## src/design/rc5pwd_pkg.sv

```systemverilog
`default_nettype none
package rc5pwd_pkg;

  localparam int ShiftBits  = 32;
  localparam int WidthBits  = 14;
  localparam int TickBits   = 4;
  localparam int KeyBits    = 6;
  localparam int QueueDepth = 4;
  localparam int QPtrBits   = $clog2(QueueDepth);

  localparam logic [WidthBits-1:0] ShortMinReset = WidthBits'(600);
  localparam logic [WidthBits-1:0] ShortMaxReset = WidthBits'(1200);
  localparam logic [WidthBits-1:0] LongMinReset  = WidthBits'(1500);
  localparam logic [WidthBits-1:0] LongMaxReset  = WidthBits'(2000);
  localparam logic [TickBits-1:0]  IdleLimReset  = TickBits'(15);

  typedef enum logic [1:0] {
    OP_TICK = 2'd0,
    OP_FALL = 2'd1,
    OP_RISE = 2'd2,
    OP_READ = 2'd3
  } op_t;

  typedef enum logic [2:0] {
    CFG_SHORT_MIN = 3'd0,
    CFG_SHORT_MAX = 3'd1,
    CFG_LONG_MIN  = 3'd2,
    CFG_LONG_MAX  = 3'd3,
    CFG_IDLE_LIM  = 3'd4
  } cfg_idx_t;

  typedef struct packed {
    logic [1:0]           operation;
    logic [WidthBits-1:0] pulse_width;
  } in_item_t;

  typedef struct packed {
    logic [KeyBits-1:0] key_code;
    logic               key_valid;
    logic               frame_active;
    logic               frame_ready;
  } out_item_t;

  // classified item, ready for the back end
  typedef struct packed {
    op_t  op;
    logic short_hit;
    logic long_hit;
  } cmd_t;

  typedef struct packed {
    logic valid;
    cmd_t cmd;
  } q_xfer_t;

endpackage
`default_nettype wire

```

## src/design/rc5pwd_front.sv

```systemverilog
`default_nettype none
module rc5pwd_front (
  input  wire logic                           clk,
  input  wire logic                           rst,
  input  wire logic                           in_valid,
  output logic                                in_stall,
  input  wire rc5pwd_pkg::in_item_t           in_data,
  input  wire logic                           cfg_write,
  input  wire logic [2:0]                     cfg_index,
  input  wire logic [rc5pwd_pkg::WidthBits-1:0] cfg_data,
  input  wire logic                           q_full,
  output rc5pwd_pkg::q_xfer_t                 push,
  output logic [rc5pwd_pkg::TickBits-1:0]     idle_tick_limit
);

  logic [rc5pwd_pkg::WidthBits-1:0] short_min;
  logic [rc5pwd_pkg::WidthBits-1:0] short_max;
  logic [rc5pwd_pkg::WidthBits-1:0] long_min;
  logic [rc5pwd_pkg::WidthBits-1:0] long_max;

  always_ff @(posedge clk) begin
    if (rst) begin
      short_min       <= rc5pwd_pkg::ShortMinReset;
      short_max       <= rc5pwd_pkg::ShortMaxReset;
      long_min        <= rc5pwd_pkg::LongMinReset;
      long_max        <= rc5pwd_pkg::LongMaxReset;
      idle_tick_limit <= rc5pwd_pkg::IdleLimReset;
    end else if (cfg_write) begin
      case (rc5pwd_pkg::cfg_idx_t'(cfg_index))
        rc5pwd_pkg::CFG_SHORT_MIN: short_min <= cfg_data;
        rc5pwd_pkg::CFG_SHORT_MAX: short_max <= cfg_data;
        rc5pwd_pkg::CFG_LONG_MIN:  long_min  <= cfg_data;
        rc5pwd_pkg::CFG_LONG_MAX:  long_max  <= cfg_data;
        rc5pwd_pkg::CFG_IDLE_LIM:  idle_tick_limit <= cfg_data[rc5pwd_pkg::TickBits-1:0];
        default: ;
      endcase
    end
  end

  // strict windows; an empty or inverted window never hits
  always_comb begin
    push.valid         = in_valid && !q_full;
    push.cmd.op        = rc5pwd_pkg::op_t'(in_data.operation);
    push.cmd.short_hit = (in_data.pulse_width > short_min) && (in_data.pulse_width < short_max);
    push.cmd.long_hit  = (in_data.pulse_width > long_min) && (in_data.pulse_width < long_max);
  end

  assign in_stall = q_full;

endmodule
`default_nettype wire

```

## src/design/rc5pwd_queue.sv

```systemverilog
`default_nettype none
module rc5pwd_queue (
  input  wire logic                clk,
  input  wire logic                rst,
  input  wire rc5pwd_pkg::q_xfer_t push,
  output logic                     full,
  output rc5pwd_pkg::q_xfer_t      head,
  input  wire logic                pop
);

  rc5pwd_pkg::cmd_t mem [rc5pwd_pkg::QueueDepth];

  logic [rc5pwd_pkg::QPtrBits-1:0] wr_ptr;
  logic [rc5pwd_pkg::QPtrBits-1:0] rd_ptr;
  logic [rc5pwd_pkg::QPtrBits:0]   count;
  logic                            do_pop;

  assign do_pop = pop && (count != '0);

  always_ff @(posedge clk) begin
    if (push.valid) begin
      mem[wr_ptr] <= push.cmd;
    end
  end

  always_ff @(posedge clk) begin
    if (rst) begin
      wr_ptr <= '0;
      rd_ptr <= '0;
      count  <= '0;
    end else begin
      if (push.valid) begin
        wr_ptr <= wr_ptr + 1'b1;
      end
      if (do_pop) begin
        rd_ptr <= rd_ptr + 1'b1;
      end
      case ({push.valid, do_pop})
        2'b10:   count <= count + 1'b1;
        2'b01:   count <= count - 1'b1;
        default: count <= count;
      endcase
    end
  end

  assign full       = (count == (rc5pwd_pkg::QPtrBits+1)'(rc5pwd_pkg::QueueDepth));
  assign head.valid = (count != '0);
  assign head.cmd   = mem[rd_ptr];

endmodule
`default_nettype wire

```

## src/design/rc5pwd_back.sv

```systemverilog
`default_nettype none
module rc5pwd_back (
  input  wire logic                           clk,
  input  wire logic                           rst,
  input  wire rc5pwd_pkg::q_xfer_t            head,
  output logic                                pop,
  input  wire logic [rc5pwd_pkg::TickBits-1:0] idle_tick_limit,
  output logic                                out_valid,
  input  wire logic                           out_stall,
  output rc5pwd_pkg::out_item_t               out_data
);

  logic                               active_flag;
  logic                               ready_flag;
  logic                               fall_seen_flag;
  logic [rc5pwd_pkg::TickBits-1:0]    idle_ticks;
  logic                               pair_flag;
  logic [rc5pwd_pkg::ShiftBits-1:0]   bit_shift;

  logic                               active_flag_next;
  logic                               ready_flag_next;
  logic                               fall_seen_flag_next;
  logic [rc5pwd_pkg::TickBits-1:0]    idle_ticks_next;
  logic                               pair_flag_next;
  logic [rc5pwd_pkg::ShiftBits-1:0]   bit_shift_next;
  logic [rc5pwd_pkg::KeyBits-1:0]     key_next;
  logic                               key_valid_next;

  assign pop = head.valid && (!out_valid || !out_stall);

  always_comb begin
    active_flag_next    = active_flag;
    ready_flag_next     = ready_flag;
    fall_seen_flag_next = fall_seen_flag;
    idle_ticks_next     = idle_ticks;
    pair_flag_next      = pair_flag;
    bit_shift_next      = bit_shift;
    key_next            = '0;
    key_valid_next      = 1'b0;
    case (head.cmd.op)
      rc5pwd_pkg::OP_TICK: begin
        if (active_flag) begin
          fall_seen_flag_next = 1'b0;
          if (idle_ticks == '0) begin
            ready_flag_next = 1'b1;
          end
          if (idle_ticks < idle_tick_limit) begin
            idle_ticks_next = idle_ticks + 1'b1;
          end else begin
            active_flag_next = 1'b0;
            idle_ticks_next  = '0;
          end
        end
      end
      rc5pwd_pkg::OP_FALL: begin
        if (active_flag && head.cmd.long_hit) begin
          pair_flag_next = 1'b0;
        end
        fall_seen_flag_next = 1'b1;
      end
      rc5pwd_pkg::OP_RISE: begin
        if (fall_seen_flag) begin
          if (active_flag) begin
            if (head.cmd.short_hit) begin
              bit_shift_next = {bit_shift[rc5pwd_pkg::ShiftBits-2:0], !pair_flag};
            end else if (head.cmd.long_hit) begin
              pair_flag_next = 1'b1;
              bit_shift_next = {bit_shift[rc5pwd_pkg::ShiftBits-3:0], 2'b10};
            end
          end else if (head.cmd.short_hit) begin
            // frame start
            active_flag_next = 1'b1;
            bit_shift_next   = rc5pwd_pkg::ShiftBits'(1);
          end
        end
        fall_seen_flag_next = 1'b0;
      end
      rc5pwd_pkg::OP_READ: begin
        if (ready_flag) begin
          bit_shift_next  = {{(rc5pwd_pkg::ShiftBits-rc5pwd_pkg::KeyBits){1'b0}},
                             bit_shift[rc5pwd_pkg::KeyBits-1:0]};
          key_next        = bit_shift[rc5pwd_pkg::KeyBits-1:0];
          key_valid_next  = 1'b1;
          ready_flag_next = 1'b0;
        end
      end
      default: ;
    endcase
  end

  always_ff @(posedge clk) begin
    if (rst) begin
      active_flag    <= 1'b0;
      ready_flag     <= 1'b0;
      fall_seen_flag <= 1'b0;
      idle_ticks     <= '0;
      pair_flag      <= 1'b0;
      bit_shift      <= '0;
      out_valid      <= 1'b0;
    end else begin
      if (pop) begin
        active_flag    <= active_flag_next;
        ready_flag     <= ready_flag_next;
        fall_seen_flag <= fall_seen_flag_next;
        idle_ticks     <= idle_ticks_next;
        pair_flag      <= pair_flag_next;
        bit_shift      <= bit_shift_next;
        out_valid      <= 1'b1;
      end else if (!out_stall) begin
        out_valid <= 1'b0;
      end
    end
  end

  always_ff @(posedge clk) begin
    if (pop) begin
      out_data.key_code     <= key_next;
      out_data.key_valid    <= key_valid_next;
      out_data.frame_active <= active_flag_next;
      out_data.frame_ready  <= ready_flag_next;
    end
  end

endmodule
`default_nettype wire

```

## src/design/rc5_pulse_width_decoder.sv

```systemverilog
// channel   dir  handshake              payload
// in        in   in_valid / in_stall    in_data  (operation, pulse_width)
// out       out  out_valid / out_stall  out_data (key_code, key_valid, frame_active, frame_ready)
// cfg       in   cfg_write              cfg_index, cfg_data
//
// one item per cycle sustained while out_stall is low; an input transfer is written into the queue,
// then popped into the output register; front end classifies the pulse width against the windows,
// a four-entry queue holds classified items, back end updates the frame state and loads the output register
// rst is synchronous; it restores the register defaults and clears all frame state
// in_stall rises only when the queue is full; out_stall holds the output register
`default_nettype none
module rc5_pulse_width_decoder (
  input  wire logic                             clk,
  input  wire logic                             rst,
  input  wire logic                             in_valid,
  output logic                                  in_stall,
  input  wire rc5pwd_pkg::in_item_t             in_data,
  output logic                                  out_valid,
  input  wire logic                             out_stall,
  output rc5pwd_pkg::out_item_t                 out_data,
  input  wire logic                             cfg_write,
  input  wire logic [2:0]                       cfg_index,
  input  wire logic [rc5pwd_pkg::WidthBits-1:0] cfg_data
);

  rc5pwd_pkg::q_xfer_t             push;
  rc5pwd_pkg::q_xfer_t             head;
  logic                            q_full;
  logic                            pop;
  logic [rc5pwd_pkg::TickBits-1:0] idle_tick_limit;

  rc5pwd_front u_front (
    .clk             (clk),
    .rst             (rst),
    .in_valid        (in_valid),
    .in_stall        (in_stall),
    .in_data         (in_data),
    .cfg_write       (cfg_write),
    .cfg_index       (cfg_index),
    .cfg_data        (cfg_data),
    .q_full          (q_full),
    .push            (push),
    .idle_tick_limit (idle_tick_limit)
  );

  rc5pwd_queue u_queue (
    .clk  (clk),
    .rst  (rst),
    .push (push),
    .full (q_full),
    .head (head),
    .pop  (pop)
  );

  rc5pwd_back u_back (
    .clk             (clk),
    .rst             (rst),
    .head            (head),
    .pop             (pop),
    .idle_tick_limit (idle_tick_limit),
    .out_valid       (out_valid),
    .out_stall       (out_stall),
    .out_data        (out_data)
  );

  // a read that returns a key always clears the ready mark
  a_key_clears_ready: assert property (@(posedge clk) disable iff (rst)
    out_valid && out_data.key_valid |-> !out_data.frame_ready)
    else $error("key returned while frame still marked ready");

  // a nonzero key only comes with a valid read
  a_key_needs_valid: assert property (@(posedge clk) disable iff (rst)
    out_valid && (out_data.key_code != '0) |-> out_data.key_valid)
    else $error("nonzero key without key_valid");

  // the queue never takes a transfer while full
  a_no_push_full: assert property (@(posedge clk) disable iff (rst)
    !(push.valid && q_full))
    else $error("push into full queue");

  // a popped item always lands in the output register
  a_pop_loads_out: assert property (@(posedge clk) disable iff (rst)
    pop |=> out_valid)
    else $error("popped item lost");

endmodule
`default_nettype wire
```

## config.mk

```make
export PLATFORM = sky130hd
export DESIGN_NAME = rc5_pulse_width_decoder
export DESIGN_NICKNAME = d
export VERILOG_FILES = /design/src/design/rc5pwd_pkg.sv /design/src/design/rc5pwd_front.sv /design/src/design/rc5pwd_queue.sv /design/src/design/rc5pwd_back.sv /design/src/design/rc5_pulse_width_decoder.sv
export SDC_FILE = /design/constraint.sdc
export NUM_CORES = 1
export LEC_CHECK = 0
export ABC_AREA = 0
export ABC_CLOCK_PERIOD_IN_PS = 2750
export BUFFER_PORTS_ARGS = -buffer_cell sky130_fd_sc_hd__buf_2
export CAP_MARGIN = 20
export CORE_UTILIZATION = 31
export DETAILED_ROUTE_END_ITERATION = 7
export SLEW_MARGIN = 20
export SYNTH_ARGS = -nofsm -noshare
export SYNTH_HDL_FRONTEND = slang
export SYNTH_HIERARCHICAL = 1
export SYNTH_SLANG_ARGS = --single-unit
```

## constraint.sdc

```tcl
create_clock -name clk -period 2.75 [get_ports clk]
set_clock_uncertainty 0.15 [all_clocks]
set_input_delay 0.4125 -clock clk [delete_from_list [all_inputs] [get_ports clk]]
set_output_delay 0.4125 -clock clk [all_outputs]
set_load 0.005 [all_outputs]
```

## Word level (Yosys, flattened, before mapping)

Memory sizes are Yosys's and may differ from the RTL's. A register that Yosys moved wholly into a read port is not among the register bits.
Index checks and enable logic that the tools add are counted.

| storage, ports and cells | value |
|---|---|
| RAM bits | 16 |
| output and inout bits | 11 |
| memories kept | 1 |
| bits of input ports | 38 |
| logic and storage cells | 111 |
| register bits after elaboration | 91 |

Memories:

| memory | depth | bits a word | read ports | clocked after memory_dff | write ports | RTL line | RTL |
|---|---|---|---|---|---|---|---|
| u_queue.mem | 4 | 4 | 1 | 1 | 1 | rc5pwd_queue.sv:11 | `rc5pwd_pkg::cmd_t mem [rc5pwd_pkg::QueueDepth];` |

| cells by class | value |
|---|---|
| $add $sub $neg | 5 |
| multiplexer cells | 33 |
| bitwise gates (word level) | 1 |
| reductions and logical operators | 30 |
| $lt $le $gt $ge | 5 |
| equality and inequality tests | 17 |

Operators with widths:

| operator | number |
|---|---|
| $mux W7 | 6 |
| $gt A14 B14 Y1 | 2 |
| $lt A14 B14 Y1 | 2 |
| $mux W1 | 18 |
| $pmux W7 S2 | 1 |
| $ne A2 B1 Y1 const B | 6 |
| $reduce_and A2 Y1 | 6 |
| $reduce_bool A2 Y1 | 4 |
| $reduce_and A7 Y1 | 1 |
| $eq A2 B2 Y1 const B | 3 |
| $eq A3 B2 Y1 const B | 2 |
| $eq A3 B3 Y1 const B | 2 |
| $logic_and A1 B1 Y1 | 6 |
| $pmux W1 S2 | 3 |
| $pmux W3 S2 | 1 |
| $reduce_and A3 Y1 | 2 |
| $reduce_and A6 Y1 | 1 |
| $reduce_bool A3 Y1 | 2 |
| $add A2 B1 Y2 const B | 2 |
| $add A4 B1 Y4 const B | 1 |
| $eq A2 B1 Y1 const B | 2 |
| $logic_not A1 Y1 | 4 |
| $logic_not A4 Y1 | 1 |
| $lt A4 B4 Y1 | 1 |
| other kinds (11) | 12 |

## Longest topological paths before layout

| depth | value |
|---|---|
| word-level depth | 6 |
| gate-level depth with buffers | 10 |
| gate-level depth less buffers | 10 |

## Hierarchy

The synthesis kept the hierarchy.

Modules (own cells, without submodules):

| module | area an instance (um2) | instances | seq. area each (um2) | cells an instance |
|---|---|---|---|---|
| rc5pwd_front | 3535.9 | 1 | 1201.2 | 454 |
| rc5pwd_back | 1293.7 | 1 | 570.5 | 128 |
| rc5pwd_queue | 1043.5 | 1 | 660.6 | 68 |

## Worst setup path after synthesis

Ideal clock, no wire load.

| timing | value |
|---|---|
| path type | reg2reg |
| start | reg u_queue/count[0] (netlist name) |
| end | reg u_queue/count[2] (netlist name) |
| clock period less this slack | 2.717 ns |
| arrival time | 2.497 ns |
| setup slack | 0.033 ns |
| library setup time | 0.070 ns |
| path buffers | 0 |
| cell stages (with the launch flop) | 11 |
| data required time | 2.530 ns |
| path through | dfxtp_1 -> or3_1 -> a21bo_2 -> inv_1 -> o31a_2 -> ha_1 -> inv_1 -> fa_1 -> xor2_1 -> or3_1 -> a21oi_1 |

RTL lines:

| item | RTL line | RTL |
|---|---|---|
| start: declaration | rc5pwd_queue.sv:15 | `logic [rc5pwd_pkg::QPtrBits:0] count;` |
| start signal: assignment | rc5pwd_queue.sv:39 | `2'b10: count <= count + 1'b1;` |
| start signal: assignment | rc5pwd_queue.sv:40 | `2'b01: count <= count - 1'b1;` |
| start signal: assignment | rc5pwd_queue.sv:41 | `default: count <= count;` |

==> run summary <==
In the routed design, unresolved DRC markers number 0. The clock slew at the register clock pins of the worst setup and hold paths was 70 ps; the initial DRC count was 241. The tools report the final wirelength as 12710 um.

The total area inside the core boundary comes to 18270 um^2. For this design, the slowest cell found on the critical path is sky130_fd_sc_hd__dfxtp_1. Detailed routing inserted a total of 4368 vias. Summed over all layers, the global routing overflow is 0. For the post-cts gate resize count, the log shows 0. The met2 track demand over resource in global routing is 0.2039, and the worst path arrival time is 2640 ps. Count of endpoints failing hold in the final timing report: 0. After detailed placement, the total cell area comes to 6350 um^2. Share of synthesized flip-flops with an asynchronous set or reset: 0. The combinational family with the most area after synthesis is simple AND/OR/NAND/NOR gates. The critical path is of the reg2reg type. For the number of antenna violations at the first check in global routing, the log shows 0. In this run the deepest clock path goes through 2 buffers. The compound-gate portion of the synthesized area came out at 0.1385. Dividing total power by cell area gives a power density of 657.6 nW/um^2. The cell row count was 49; the largest driver fanout on the critical path was 6.

STA puts the critical path data required time at 2880 ps. Input and output buffers added on the ports amount to 48. The flip-flop and latch count after synthesis came out at 109. TritonCTS built the clock tree. The layout has 1890 filler cells.

The most used flip-flop cell after synthesis is sky130_fd_sc_hd__dfxtp_1. Capture instance of the worst register-to-register path: u_queue/count[2]. The largest single stage delay on the critical path is 410 ps. The fraction of layout cells with a size suffix above 1 is 0.1380, and the part of the Yosys area used for sequential elements is 0.4141. The post-synthesis xor/xnor area fraction is 0.008735. The logs give 0.1382 for the combined global-route utilization of all metal layers and 49 for the number of primary I/O pins.

The die is 139.6 um wide. The finished cells cover 6700 um^2. The number of hold buffers added after CTS was 0. The synthesized design contains 25 enable-type register cells. The maximum number of pins on one net before global-route repair was 46; the detail-routed via count per cell was 4.682.

The worst register-to-register path has a setup slack of 240 ps. The run finished with clean final reports. Setup repair after global routing left no endpoint under its margin. The number of max-slew violations in the final report is 0.

The worst setup path is launched from a register. IR analysis of the VDD net gives a maximum drop of 0.0003185 V. For the worst-skew pair, the clock arrives at the later sink with an insertion delay of 350 ps.

The number of cells traversed by the worst hold path came out at 1. The tools report the net count of the mapped netlist as 758. The busiest layer in global routing is met2. The netlist area before placement was 5873 um^2. After synthesis, the netlist uses 59 different library cells. Leakage power figure: 2.861 nW. The setup TNS came out at 0 ps. The effective utilization at floorplan was 0.3215.

For hold timing, the worst endpoint is u_queue/mem[0][2]. The floorplan die height is 139.6 um, and the area taken by multi-input logic gates is 2997 um^2. The first detailed-routing pass took 6 iterations. Met1 global-route usage: 0.1978. The routed design could run at a clock period as short as 2512 ps. The worst hold path begins at in_data[14].

The wire-length estimate of the detail-placed layout is 9331 um. The average footprint of a synthesized cell works out to 9.036 um^2. The tools report the post-CTS setup buffer count as 0. The class of the worst hold path is in2reg. The run gives 109 as the clock net sink count. The type of destination of the critical path is a register. The die covers 19500 um^2. The critical path goes through or3_1 > a21bo_2 > inv_1 > o31a_2 > ha_1 > inv_1 > fa_1 > xor2_1 > or3_1 > a21oi_1. The via count of the first global-routing pass is 4027.

The fraction of the mapped netlist area in adder cells works out to 0.1504. In this run the number of H-tree levels came out at 3. The placer congestion estimate is 0.7821, and the actual transition at the worst max-transition pin is 913.1 ps. Registers take 2432 um^2.

The post-synthesis mux area share is 0.02748. Across the run, the number of max-cap violations was 0. After detailed routing, the average wire length per cell comes to 13.62 um. Fraction of the cycle the final worst path needs: 0.9136. The tools report the clock tree root buffer cell as sky130_fd_sc_hd__clkbuf_16.

The logs give 0 for the total setup violations reported at the end of the flow and 398.0 MHz for the highest achievable clock rate. The simple-gate portion of the synthesized area was 0.1851; the final layout net count was 806. For the met3 track utilization from global routing, the log shows 0.02306.

Number of synthesis warnings: 6. The worst-case headroom to the max-slew limit is 0.3912. Number of buffers created by CTS: 9. Origin of the critical flop-to-flop path: u_queue/count[2]. First-pass GRT wire length: 20980 um. The path depth of the worst reg2reg path came out at 10.

The logs give 650 for the synthesized instance count and 0 for the number of nets still failing antenna checks after routing. Compared with the post-synthesis result, the final layout area differs by 14.08%.
==> how the worst max path moves through the flow <==
| stage | startpoint | to | slack, ps | cells past startpoint |
|---|---|---|---|---|
| 3_5_place_dp | u_queue/count[2] | u_queue/count[2] | 250 | 10 |
| 5_1_grt | u_queue/count[2] | u_queue/count[2] | 5 | 10 |
| 6_report | u_queue/count[2] | u_queue/count[2] | 240 | 10 |
| 4_1_cts | u_queue/count[2] | u_queue/count[2] | 220 | 10 |
| 2_1_floorplan | u_queue/count[0] | u_queue/count[2] | 30 | 10 |
| 3_3_place_gp | u_queue/count[2] | u_queue/count[2] | 280 | 10 |
==> layout make-up <==
type / count / share of cell area
Antenna cell: 1 / 0.0003735
Clock buffer: 10 / 0.03417
Clock inverter: 6 / 0.01774
Inverter: 77 / 0.04314
Multi-Input combinational cell: 439 / 0.4472
Sequential cell: 109 / 0.3630
Tap cell: 229 / 0.04276
Timing Repair Buffer: 62 / 0.05154
==> cell usage after synthesis (3+ instances only) <==
cell type,instances,share of area
sky130_fd_sc_hd__nand2_1,119,0.076
sky130_fd_sc_hd__clkbuf_1,11,0.0070
sky130_fd_sc_hd__buf_4,3,0.0038
sky130_fd_sc_hd__nand2b_1,6,0.0064
sky130_fd_sc_hd__mux2_2,3,0.0058
sky130_fd_sc_hd__buf_2,4,0.0034
sky130_fd_sc_hd__mux2i_1,3,0.0051
sky130_fd_sc_hd__inv_1,77,0.049
sky130_fd_sc_hd__dfxtp_1,84,0.29
sky130_fd_sc_hd__and3_1,9,0.0096
sky130_fd_sc_hd__nor2_1,31,0.020
sky130_fd_sc_hd__nor3_1,6,0.0051
sky130_fd_sc_hd__buf_6,6,0.012
sky130_fd_sc_hd__o21ai_0,5,0.0043
sky130_fd_sc_hd__nand3b_1,14,0.018
sky130_fd_sc_hd__a21oi_1,78,0.066
sky130_fd_sc_hd__a211o_1,14,0.021
sky130_fd_sc_hd__and2_1,6,0.0064
sky130_fd_sc_hd__o211ai_1,4,0.0051
sky130_fd_sc_hd__nand4_1,10,0.011
sky130_fd_sc_hd__ha_1,69,0.15
sky130_fd_sc_hd__o221ai_1,6,0.0089
sky130_fd_sc_hd__nand3_1,11,0.0094
sky130_fd_sc_hd__edfxtp_1,25,0.13
sky130_fd_sc_hd__xor2_1,3,0.0045
sky130_fd_sc_hd__a211oi_1,5,0.0064
==> cell usage in the layout (no fill, tap or decap), drive strengths merged, types with 3 or more instances in the layout <==
cell type / n
o21ai: 5
mux2i: 3
a211oi: 5
nor3: 6
mux4: 4
nand2b: 7
nand3b: 14
xor2: 3
nor2: 33
and3: 9
nand3: 11
bufinv: 3
ha: 69
buf: 62
o211ai: 4
o221ai: 6
inv: 78
dfxtp: 84
nand2: 120
clkbuf: 10
nand4: 10
mux2: 3
and2: 6
a21oi: 79
edfxtp: 25
a211o: 14
==> stage by stage <==
step	power [mW]	utilization	hold WS [ps]	worst slack, ps	std cells
6_report	4.406	0.3667	140.2	237.7	933
5_1_grt	4.655	0.3666	126.6	5.032	932
4_1_cts	4.459	0.3666	117.6	220.2	932
3_5_place_dp	2.949	0.3476	297.2	249.0	916
3_3_place_gp	2.942	0.3476	292.9	282.4	916
2_1_floorplan	2.621	-	285.4	33.00	650
==> power by group <==
part           internal, mW  switching, mW
clock                 0.900          0.594
sequential             1.83         0.0909
combinational         0.425          0.564
total                  3.16           1.25
==> state kept, by name (all words and copies together) (netlist names), 2 cells and up, named ones only <==
register	flops
u_back/out_data	9
u_queue/wr_ptr	2
u_back/bit_shift	6
u_front/long_min	14
u_front/short_min	14
u_front/short_max	14
u_front/idle_tick_limit	4
u_front/long_max	14
u_back/idle_ticks	4
u_queue/count	3
u_queue/rd_ptr	2
u_queue/mem	16
==> critical path: cells and delay by family, from the launching register on <==
kind            cells  cell delay, ps
xor+xnor            1             160
buf+inv             2             140
flops               1             410
compound gates      3             590
simple gates        2             440
fa+ha+maj           2             560
==> per-layer routing <==
layer | share of wire | wire (um)
met5 | 0 | 0
met4 | 0.018 | 223
met3 | 0.045 | 568
met2 | 0.41 | 5230
met1 | 0.53 | 6688
==> kinds of logic after synthesis <==
family,Yosys count
AO/OA/AOI/OAI,127
XOR/XNOR,5
adder cells (fa/ha/maj),70
buffers and inverters,102
flip-flops,109
multiplexers,10
AND/OR/NAND/NOR,227
Note: power is estimated with default switching activity, not from simulation.
